**src/rtl/core/orqm_pkg.sv**
```systemverilog
// ----------------------------------------------------------------------------
// orqm_pkg
// Shared types and constants for the overwrite-oldest ring queue with mean.
// ----------------------------------------------------------------------------
package orqm_pkg;

    // field widths
    localparam int ID_W     = 16;
    localparam int HEIGHT_W = 9;

    // default queue depth
    localparam int CAPACITY_DEF = 5;

    // largest height value, used in bounds
    localparam int MAX_HEIGHT = (1 << HEIGHT_W) - 1;

    // command codes
    localparam logic OP_INSERT = 1'b0;
    localparam logic OP_REMOVE = 1'b1;

    // input transfer payload
    typedef struct packed {
        logic                opcode;
        logic [ID_W-1:0]     player_id;
        logic [HEIGHT_W-1:0] player_height;
    } in_t;

    // result transfer payload
    typedef struct packed {
        logic [HEIGHT_W-1:0] mean_height;
        logic [ID_W-1:0]     removed_id;
        logic [HEIGHT_W-1:0] removed_height;
        logic                empty_error;
    } out_t;

    // one held entry
    typedef struct packed {
        logic [ID_W-1:0]     id;
        logic [HEIGHT_W-1:0] height;
    } entry_t;

    // per-cell control from the queue controller
    typedef struct packed {
        logic load;
        logic shift;
    } cell_ctrl_t;

    // controller states
    typedef enum logic [1:0] {
        ST_IDLE,
        ST_DIV,
        ST_DONE
    } state_t;

endpackage

```
**src/rtl/core/orqm_cell.sv**
```systemverilog
// ----------------------------------------------------------------------------
// orqm_cell
// One storage cell of the queue chain. Takes a new entry on load, or the
// entry of its younger neighbour on shift, and otherwise holds.
// ----------------------------------------------------------------------------
module orqm_cell (
    input  logic                aclk,
    input  orqm_pkg::cell_ctrl_t ctrl,
    input  orqm_pkg::entry_t    new_entry,
    input  orqm_pkg::entry_t    nbr_entry,
    output orqm_pkg::entry_t    entry
);

    orqm_pkg::entry_t entry_reg;
    orqm_pkg::entry_t entry_next;

    // load has priority over shift
    always_comb begin
        entry_next = entry_reg;
        if (ctrl.load) begin
            entry_next = new_entry;
        end else if (ctrl.shift) begin
            entry_next = nbr_entry;
        end
    end

    // payload storage, no reset
    always_ff @(posedge aclk) begin
        entry_reg <= entry_next;
    end

    assign entry = entry_reg;

endmodule

```
**src/rtl/core/orqm_div.sv**
```systemverilog
// ----------------------------------------------------------------------------
// orqm_div
// Serial restoring divider for the mean: one quotient bit per cycle, then
// rounding up when five times the remainder exceeds twice the divisor.
// ----------------------------------------------------------------------------
module orqm_div #(
    parameter int CNT_W = 3
) (
    input  logic                                   aclk,
    input  logic                                   aresetn,
    input  logic                                   start,
    input  logic [orqm_pkg::HEIGHT_W+CNT_W-1:0]    dividend,
    input  logic [CNT_W-1:0]                       divisor,
    output logic                                   done,
    output logic [orqm_pkg::HEIGHT_W-1:0]          mean
);

    localparam int QUO_W     = orqm_pkg::HEIGHT_W;
    localparam int DVD_W     = QUO_W + CNT_W;
    localparam int STEP_W    = $clog2(QUO_W);
    localparam logic [STEP_W-1:0] STEP_LAST = STEP_W'(QUO_W - 1);

    logic [CNT_W-1:0]  rem_reg,  rem_next;
    logic [QUO_W-1:0]  qsh_reg,  qsh_next;
    logic [CNT_W-1:0]  dsr_reg,  dsr_next;
    logic [STEP_W-1:0] step_reg, step_next;
    logic              busy_reg, busy_next;
    logic              done_reg, done_next;

    logic [CNT_W:0]    trial;
    logic [CNT_W-1:0]  diff;
    logic              ge;
    logic [CNT_W+2:0]  rem_x5;
    logic [CNT_W+2:0]  dsr_x2;
    logic              round_up;

    // trial subtraction of one step; the partial remainder stays below the
    // divisor, so the difference fits the divisor width whenever it is kept
    always_comb begin
        trial = {rem_reg, qsh_reg[QUO_W-1]};
        diff  = trial[CNT_W-1:0] - dsr_reg;
        ge    = trial >= {1'b0, dsr_reg};
    end

    // step control and datapath
    always_comb begin
        rem_next  = rem_reg;
        qsh_next  = qsh_reg;
        dsr_next  = dsr_reg;
        step_next = step_reg;
        busy_next = busy_reg;
        done_next = 1'b0;
        if (start) begin
            rem_next  = dividend[DVD_W-1:QUO_W];
            qsh_next  = dividend[QUO_W-1:0];
            dsr_next  = divisor;
            step_next = '0;
            busy_next = 1'b1;
        end else if (busy_reg) begin
            rem_next  = ge ? diff : trial[CNT_W-1:0];
            qsh_next  = {qsh_reg[QUO_W-2:0], ge};
            step_next = step_reg + 1'b1;
            if (step_reg == STEP_LAST) begin
                busy_next = 1'b0;
                done_next = 1'b1;
            end
        end
    end

    always_ff @(posedge aclk) begin
        if (!aresetn) begin
            busy_reg <= 1'b0;
            done_reg <= 1'b0;
            step_reg <= '0;
        end else begin
            busy_reg <= busy_next;
            done_reg <= done_next;
            step_reg <= step_next;
        end
    end

    // operand registers, no reset
    always_ff @(posedge aclk) begin
        rem_reg <= rem_next;
        qsh_reg <= qsh_next;
        dsr_reg <= dsr_next;
    end

    // rounding: up when the fraction exceeds 0.4
    always_comb begin
        rem_x5   = {1'b0, rem_reg, 2'b00} + {3'b000, rem_reg};
        dsr_x2   = {2'b00, dsr_reg, 1'b0};
        round_up = rem_x5 > dsr_x2;
    end

    assign done = done_reg;
    assign mean = qsh_reg + QUO_W'(round_up);

endmodule

```
**src/rtl/core/overwrite_ring_queue_with_mean.sv**
```systemverilog
// ----------------------------------------------------------------------------
// overwrite_ring_queue_with_mean
// Fixed-depth queue of (id, height) entries that drops its oldest entry on
// an insert when full and reports the rounded mean height after each insert.
// ----------------------------------------------------------------------------
// The queue is a chain of CAPACITY cells with the oldest entry in the first
// cell; a remove or an overwriting insert shifts every cell one place
// towards the head. One item is in work at a time. A remove (or a remove
// from an empty queue, flagged by empty_error) passes from its transfer
// into the result register and then into the output register, which
// raises m_valid. An insert first loads the serial divider, which then
// forms its nine quotient bits; the rounding goes into the result register
// and then into the output register. A new item is taken once the
// previous result has moved into the output register, even while that
// result still waits for m_ready.
// ----------------------------------------------------------------------------
module overwrite_ring_queue_with_mean #(
    parameter int CAPACITY = orqm_pkg::CAPACITY_DEF
) (
    input  logic            aclk,
    input  logic            aresetn,
    input  logic            s_valid,
    output logic            s_ready,
    input  orqm_pkg::in_t   s_data,
    output logic            m_valid,
    input  logic            m_ready,
    output orqm_pkg::out_t  m_data
);

    localparam int CNT_W = $clog2(CAPACITY + 1);
    localparam int SUM_W = orqm_pkg::HEIGHT_W + CNT_W;
    localparam logic [CNT_W-1:0] CNT_FULL = CNT_W'(CAPACITY);

    orqm_pkg::state_t state_reg, state_next;
    logic [CNT_W-1:0] count_reg, count_next;
    logic [SUM_W-1:0] sum_reg,   sum_next;
    orqm_pkg::out_t   res_reg,   res_next;
    logic             m_valid_reg, m_valid_next;
    orqm_pkg::out_t   m_data_reg,  m_data_next;

    orqm_pkg::entry_t     cell_q    [CAPACITY];
    orqm_pkg::cell_ctrl_t cell_ctrl [CAPACITY];
    orqm_pkg::entry_t     new_entry;

    logic                            acc;
    logic                            is_full;
    logic                            is_insert;
    logic                            do_shift;
    logic                            out_load;
    logic                            div_start;
    logic                            div_done;
    logic [orqm_pkg::HEIGHT_W-1:0]   div_mean;

    assign acc       = s_valid && s_ready;
    assign is_full   = count_reg == CNT_FULL;
    assign is_insert = s_data.opcode == orqm_pkg::OP_INSERT;
    assign new_entry = '{id: s_data.player_id, height: s_data.player_height};

    // cell chain
    genvar gi;
    generate
        for (gi = 0; gi < CAPACITY; gi++) begin : g_cell
            if (gi == CAPACITY - 1) begin : g_tail
                orqm_cell u_cell (
                    .aclk      (aclk),
                    .ctrl      (cell_ctrl[gi]),
                    .new_entry (new_entry),
                    .nbr_entry (cell_q[gi]),
                    .entry     (cell_q[gi])
                );
            end else begin : g_body
                orqm_cell u_cell (
                    .aclk      (aclk),
                    .ctrl      (cell_ctrl[gi]),
                    .new_entry (new_entry),
                    .nbr_entry (cell_q[gi+1]),
                    .entry     (cell_q[gi])
                );
            end
        end
    endgenerate

    // cell control: shift on remove or overwrite, load at the first free slot, or at the last cell when full
    always_comb begin
        do_shift = acc && ((is_insert && is_full) || (!is_insert && count_reg != '0));
        for (int i = 0; i < CAPACITY; i++) begin
            cell_ctrl[i].shift = do_shift;
            cell_ctrl[i].load  = acc && is_insert &&
                                 (is_full ? (i == CAPACITY - 1)
                                          : (count_reg == CNT_W'(i)));
        end
    end

    // mean divider
    orqm_div #(
        .CNT_W (CNT_W)
    ) u_div (
        .aclk     (aclk),
        .aresetn  (aresetn),
        .start    (div_start),
        .dividend (sum_next),
        .divisor  (count_next),
        .done     (div_done),
        .mean     (div_mean)
    );

    // controller: next state, queue bookkeeping and result
    always_comb begin
        state_next = state_reg;
        count_next = count_reg;
        sum_next   = sum_reg;
        res_next   = res_reg;
        s_ready    = 1'b0;
        div_start  = 1'b0;
        out_load   = 1'b0;
        case (state_reg)
            orqm_pkg::ST_IDLE: begin
                s_ready = 1'b1;
                if (acc) begin
                    if (is_insert) begin
                        if (is_full) begin
                            sum_next = sum_reg - SUM_W'(cell_q[0].height)
                                     + SUM_W'(s_data.player_height);
                        end else begin
                            sum_next   = sum_reg + SUM_W'(s_data.player_height);
                            count_next = count_reg + 1'b1;
                        end
                        div_start  = 1'b1;
                        state_next = orqm_pkg::ST_DIV;
                    end else begin
                        res_next = '0;
                        if (count_reg == '0) begin
                            res_next.empty_error = 1'b1;
                        end else begin
                            res_next.removed_id     = cell_q[0].id;
                            res_next.removed_height = cell_q[0].height;
                            sum_next   = sum_reg - SUM_W'(cell_q[0].height);
                            count_next = count_reg - 1'b1;
                        end
                        state_next = orqm_pkg::ST_DONE;
                    end
                end
            end
            orqm_pkg::ST_DIV: begin
                if (div_done) begin
                    res_next             = '0;
                    res_next.mean_height = div_mean;
                    state_next           = orqm_pkg::ST_DONE;
                end
            end
            orqm_pkg::ST_DONE: begin
                if (!m_valid_reg || m_ready) begin
                    out_load   = 1'b1;
                    state_next = orqm_pkg::ST_IDLE;
                end
            end
            default: begin
                state_next = orqm_pkg::ST_IDLE;
            end
        endcase
    end

    // output register
    always_comb begin
        m_data_next  = out_load ? res_reg : m_data_reg;
        m_valid_next = out_load ? 1'b1 : (m_ready ? 1'b0 : m_valid_reg);
    end

    always_ff @(posedge aclk) begin
        if (!aresetn) begin
            state_reg   <= orqm_pkg::ST_IDLE;
            count_reg   <= '0;
            sum_reg     <= '0;
            m_valid_reg <= 1'b0;
        end else begin
            state_reg   <= state_next;
            count_reg   <= count_next;
            sum_reg     <= sum_next;
            m_valid_reg <= m_valid_next;
        end
    end

    // payload registers, no reset
    always_ff @(posedge aclk) begin
        res_reg    <= res_next;
        m_data_reg <= m_data_next;
    end

    assign m_valid = m_valid_reg;
    assign m_data  = m_data_reg;

    // fill level never exceeds the depth
    a_count_bound: assert property (@(posedge aclk) disable iff (!aresetn)
        count_reg <= CNT_FULL)
        else $error("queue fill level above depth");

    // height sum stays within what the held entries can add up to
    a_sum_bound: assert property (@(posedge aclk) disable iff (!aresetn)
        (2 * SUM_W)'(sum_reg) <= (2 * SUM_W)'(count_reg) * (2 * SUM_W)'(orqm_pkg::MAX_HEIGHT))
        else $error("height sum out of range");

    // a remove from an empty queue flags the error and leaves the fill level
    a_empty_remove: assert property (@(posedge aclk) disable iff (!aresetn)
        (acc && !is_insert && count_reg == '0) |=>
        (state_reg == orqm_pkg::ST_DONE && res_reg.empty_error && count_reg == '0))
        else $error("empty remove not flagged");

    // an insert always leaves the queue non-empty
    a_insert_fill: assert property (@(posedge aclk) disable iff (!aresetn)
        (acc && is_insert) |=> (count_reg != '0 && state_reg == orqm_pkg::ST_DIV))
        else $error("insert did not fill a slot");

    // the divider only finishes while the controller waits for it
    a_div_done: assert property (@(posedge aclk) disable iff (!aresetn)
        div_done |-> state_reg == orqm_pkg::ST_DIV)
        else $error("divider result outside division phase");

endmodule
```
**config.mk**
```make
export PLATFORM = sky130hd
export DESIGN_NAME = overwrite_ring_queue_with_mean
export DESIGN_NICKNAME = d
export VERILOG_FILES = /design/src/rtl/core/orqm_pkg.sv /design/src/rtl/core/orqm_cell.sv /design/src/rtl/core/orqm_div.sv /design/src/rtl/core/overwrite_ring_queue_with_mean.sv
export SDC_FILE = /design/constraint.sdc
export NUM_CORES = 1
export LEC_CHECK = 0
export BUFFER_PORTS_ARGS = -buffer_cell sky130_fd_sc_hd__buf_4
export CAP_MARGIN = 30
export CELL_PAD_IN_SITES_DETAIL_PLACEMENT = 1
export CELL_PAD_IN_SITES_GLOBAL_PLACEMENT = 1
export CORE_ASPECT_RATIO = 0.75
export CORE_MARGIN = 5
export CORE_UTILIZATION = 56
export DETAILED_ROUTE_END_ITERATION = 10
export GPL_TIMING_DRIVEN = 0
export PLACE_DENSITY = 0.88
export SLEW_MARGIN = 20
export SYNTH_ARGS = -nofsm -noshare
export SYNTH_HDL_FRONTEND = slang
export SYNTH_HIERARCHICAL = 1
export SYNTH_SLANG_ARGS = --single-unit
```
**constraint.sdc**
```tcl
create_clock -name aclk -period 7.2 [get_ports aclk]
set_input_delay 1.44 -clock aclk [delete_from_list [all_inputs] [get_ports aclk]]
set_output_delay 1.44 -clock aclk [all_outputs]
set_load 0.005 [all_outputs]
```
==> metrics.md <==
| Metric | Value |
|---|---|
| Kind of critical path | `flip-flop to flip-flop` |
| FF-to-FF setup slack | `2210 ps` |
| Die area | `0.0237 mm²` |
| Die Y | `134 µm` |
| Non-Filler Instances | `1141` |
| CTS resizes | `0` |
| Total area of sequential cells | `0.00679 mm²` |
| Delay-heaviest family, CP | `compound AO/OA/AOI/OAI gates` |
| Hold Slack | `423 ps` |
| RR Endpoint | `u_div/rem_reg[2]` |
| Final nets | `940` |
| Hold endpoint | `m_data[15]` |
| Core area | `0.0203 mm²` |
| GRT Overall Usage | `0.255` |
| Worst Path Buf+Inv | `3` |
| Routed Antenna Nets | `0` |
| Count leader, synth | `edfxtp_1` |
| Vias in the first global route | `7590` |
| H-tree depth | `1` |
| Layout area overhead | `15.0%` |
| GRT met3 Usage | `0.0481` |
| CTS root buf | `clkbuf_16` |
| Post-synth top cells | `210 x edfxtp_1, 95 x mux2_4, 47 x mux2_2, 41 x and2_1, 40 x ha_1` |
| Number of flip-flops in the largest register | `100` |
| # Post-CTS Setup Buffers | `0` |
| FP Rows | `45` |
| Slew Viols, Final | `0` |
| Grt ovf | `0` |
| Tmin final | `4990 ps` |
| Post-synthesis register bit count | `234` |
| Max transition margin | `0.497` |
| Post-DP HPWL | `20.8 mm` |
| Clk_lat worst skew | `530 ps` |
| Via count | `6888` |
| Period Utilization, post-route | `0.693` |
| Initial antenna violation count | `1` |
| Crit path max fanout | `10` |
| WP data required | `7560 ps` |
| # diodes | `0` |
| Startpoint of the worst hold path | `res_reg[15]` |
| Max stage delay on crit path | `520 ps` |
| Startpoint types | `flip-flop` |
| Outcome | `finished clean` |
| Met1 Usage GRT | `0.323` |
| Clock skew | `12.3 ps` |
| Slowest stage cell on the critical path | `o31ai_2` |
| Measured slew at the worst slew-check pin | `754 ps` |
| Yosys top cell by area | `edfxtp_1` |
| Synth Instances | `768` |
| Hold depth | `0` |
| Num CTS Buffers | `24` |
| Routed WL per cell | `26.2 µm` |
| Starting Density | `0.571` |
| Max cap viols | `0` |
| PD cells | `273 mW/mm²` |
| Die Span X | `176 µm` |
| CTS Hold Bufs | `0` |
| Yosys cell types | `63` |
| Clk buf depth | `3` |
| TritonCTS clock tree | `done` |
| Post-synthesis sequential area ratio | `0.587` |
| RSZ-0062 raised after global routing | `false` |
| Yosys top cell area share | `0.545` |
| Register-to-Register Path Depth | `16` |
| Worst EP arrival | `5350 ps` |
| Dominant cells by area after synthesis | `edfxtp_1 54%, mux2_4 12%, mux2_2 4.6%` |
| GRT met2 Usage | `0.449` |
| Footprint of the multi-input gates | `0.00437 mm²` |
| Layout cells sized above 1 | `0.326` |
| Synth async-reset ratio | `0` |
| Post-Syn Nets | `841` |
| RR Startpoint | `count_reg[1]` |
| Total wire length | `29.9 mm` |
| Synth Cell Area | `0.0116 mm²` |
| Fmax | `200 MHz` |
| I/O pin count | `67` |
| Hold Fails Final Rpt | `0` |
| Synthesized area per cell | `15.1 µm²` |
| Total power | `3.63 mW` |
| EDFF count, synth | `210` |
| Peak supply drop | `0.000165 V` |
| Final setup violation count | `0` |
| Crit end category | `flip-flop` |
| Dpl cells | `1099` |
| Ys Warns | `6` |
| Via/cell ratio | `6.04` |
| Top FF cell, synth | `edfxtp_1` |
| Pin count of the biggest net entering global routing | `35` |
| Fill cells | `1858` |
| DRC viols | `0` |
| Initial drt markers | `573` |
| Final Util | `0.656` |
| Static Leakage | `5.02 nW` |
| First-pass GRT wire length | `46.0 mm` |
| First-pass detailed-route iteration total | `5` |
| Hold Crit Class | `flip-flop to flip-flop` |
| Crit-path cells | `inv_1 -> ha_1 -> nand2_1 -> clkbuf_1 -> buf_1 -> mux2_2 -> ha_1 -> a21oi_1 -> o211ai_2 -> o31ai_2 -> nand2b_1 -> a211oi_2 -> o311ai_2 -> xnor2_1 -> nand2_1 -> o31ai_1` |
| TNS Setup | `0 ps` |
| Final GP Congestion | `0.897` |
| IO buf count | `66` |
| Clk slew on worst S/H paths | `60 ps` |
| CTS sink count | `234` |
| Gr busiest metal | `met2` |
-- kinds of logic (layout without fill, tap and decap cells) --
family	count (synthesis)	in the layout	share of synthesized area
adders and majority gates	43	43	0.0484
AOI/OAI and AO/OA	107	107	0.0666
and+or+nand+nor	153	153	0.0704
xor gates and xnor gates	25	25	0.0189
muxes	145	145	0.172
buffers and inverters	61	176	0.0375
DFF	234	234	0.587
-- routing by layer --
layer | up-vias | share of wire
li1 | 3080 | -
met1 | 3503 | 0.41
met2 | 239 | 0.50
met3 | 66 | 0.056
met4 | 0 | 0.031
met5 | - | 0
-- through the flow --
stage,area [µm²],setup slack (ps)
global route,13300,1980
global placement,12400,2170
finish,13300,2210
detailed placement,12500,2380
floorplan,11600,3050
CTS,13300,2240
-- cells in the final DEF, fill, tap and decap left out, types with 7 or more instances in the layout --
cell type and n:
edfxtp_1 210, mux2_4 95, buf_4 66, mux2_2 47
and2_1 41, ha_1 40, nor2_1 32, inv_1 29
a21oi_1 24, clkbuf_16 24, dfxtp_1 24, nand2_1 20
o22ai_1 18, o21ai_0 16, xnor2_1 16, clkbuf_1 12
nor3_1 12, nand3_1 11, buf_12 11, xor2_1 9
nand2b_1 7, nor2b_1 7, a21o_1 7
-- how the worst max path moves through the flow --
stage | endpoint | cells past startpoint | startpoint
floorplan | res_reg[0] | 6 | s_data[25]
global placement | res_reg[14] | 7 | s_data[25]
detailed placement | u_div/rem_reg[1] | 16 | count_reg[1]
CTS | u_div/rem_reg[1] | 17 | count_reg[1]
global route | u_div/rem_reg[1] | 17 | count_reg[1]
finish | u_div/rem_reg[2] | 16 | count_reg[1]
-- layout make-up --
class	instances	share of cell area
flip-flops and latches	234	0.510
multi-input cells	473	0.328
repair buffers	73	0.0465
clock buffers	27	0.0460
plain buffers	32	0.0245
well taps	258	0.0243
clock inverters	15	0.0123
inverters	29	0.00818
-- where the power goes --
group	internal (mW)	switching [mW]
registers	1.63	0.0628
logic	0.298	0.398
clock network	0.720	0.530
total	2.64	0.991
(Power assumes the default switching activity.)
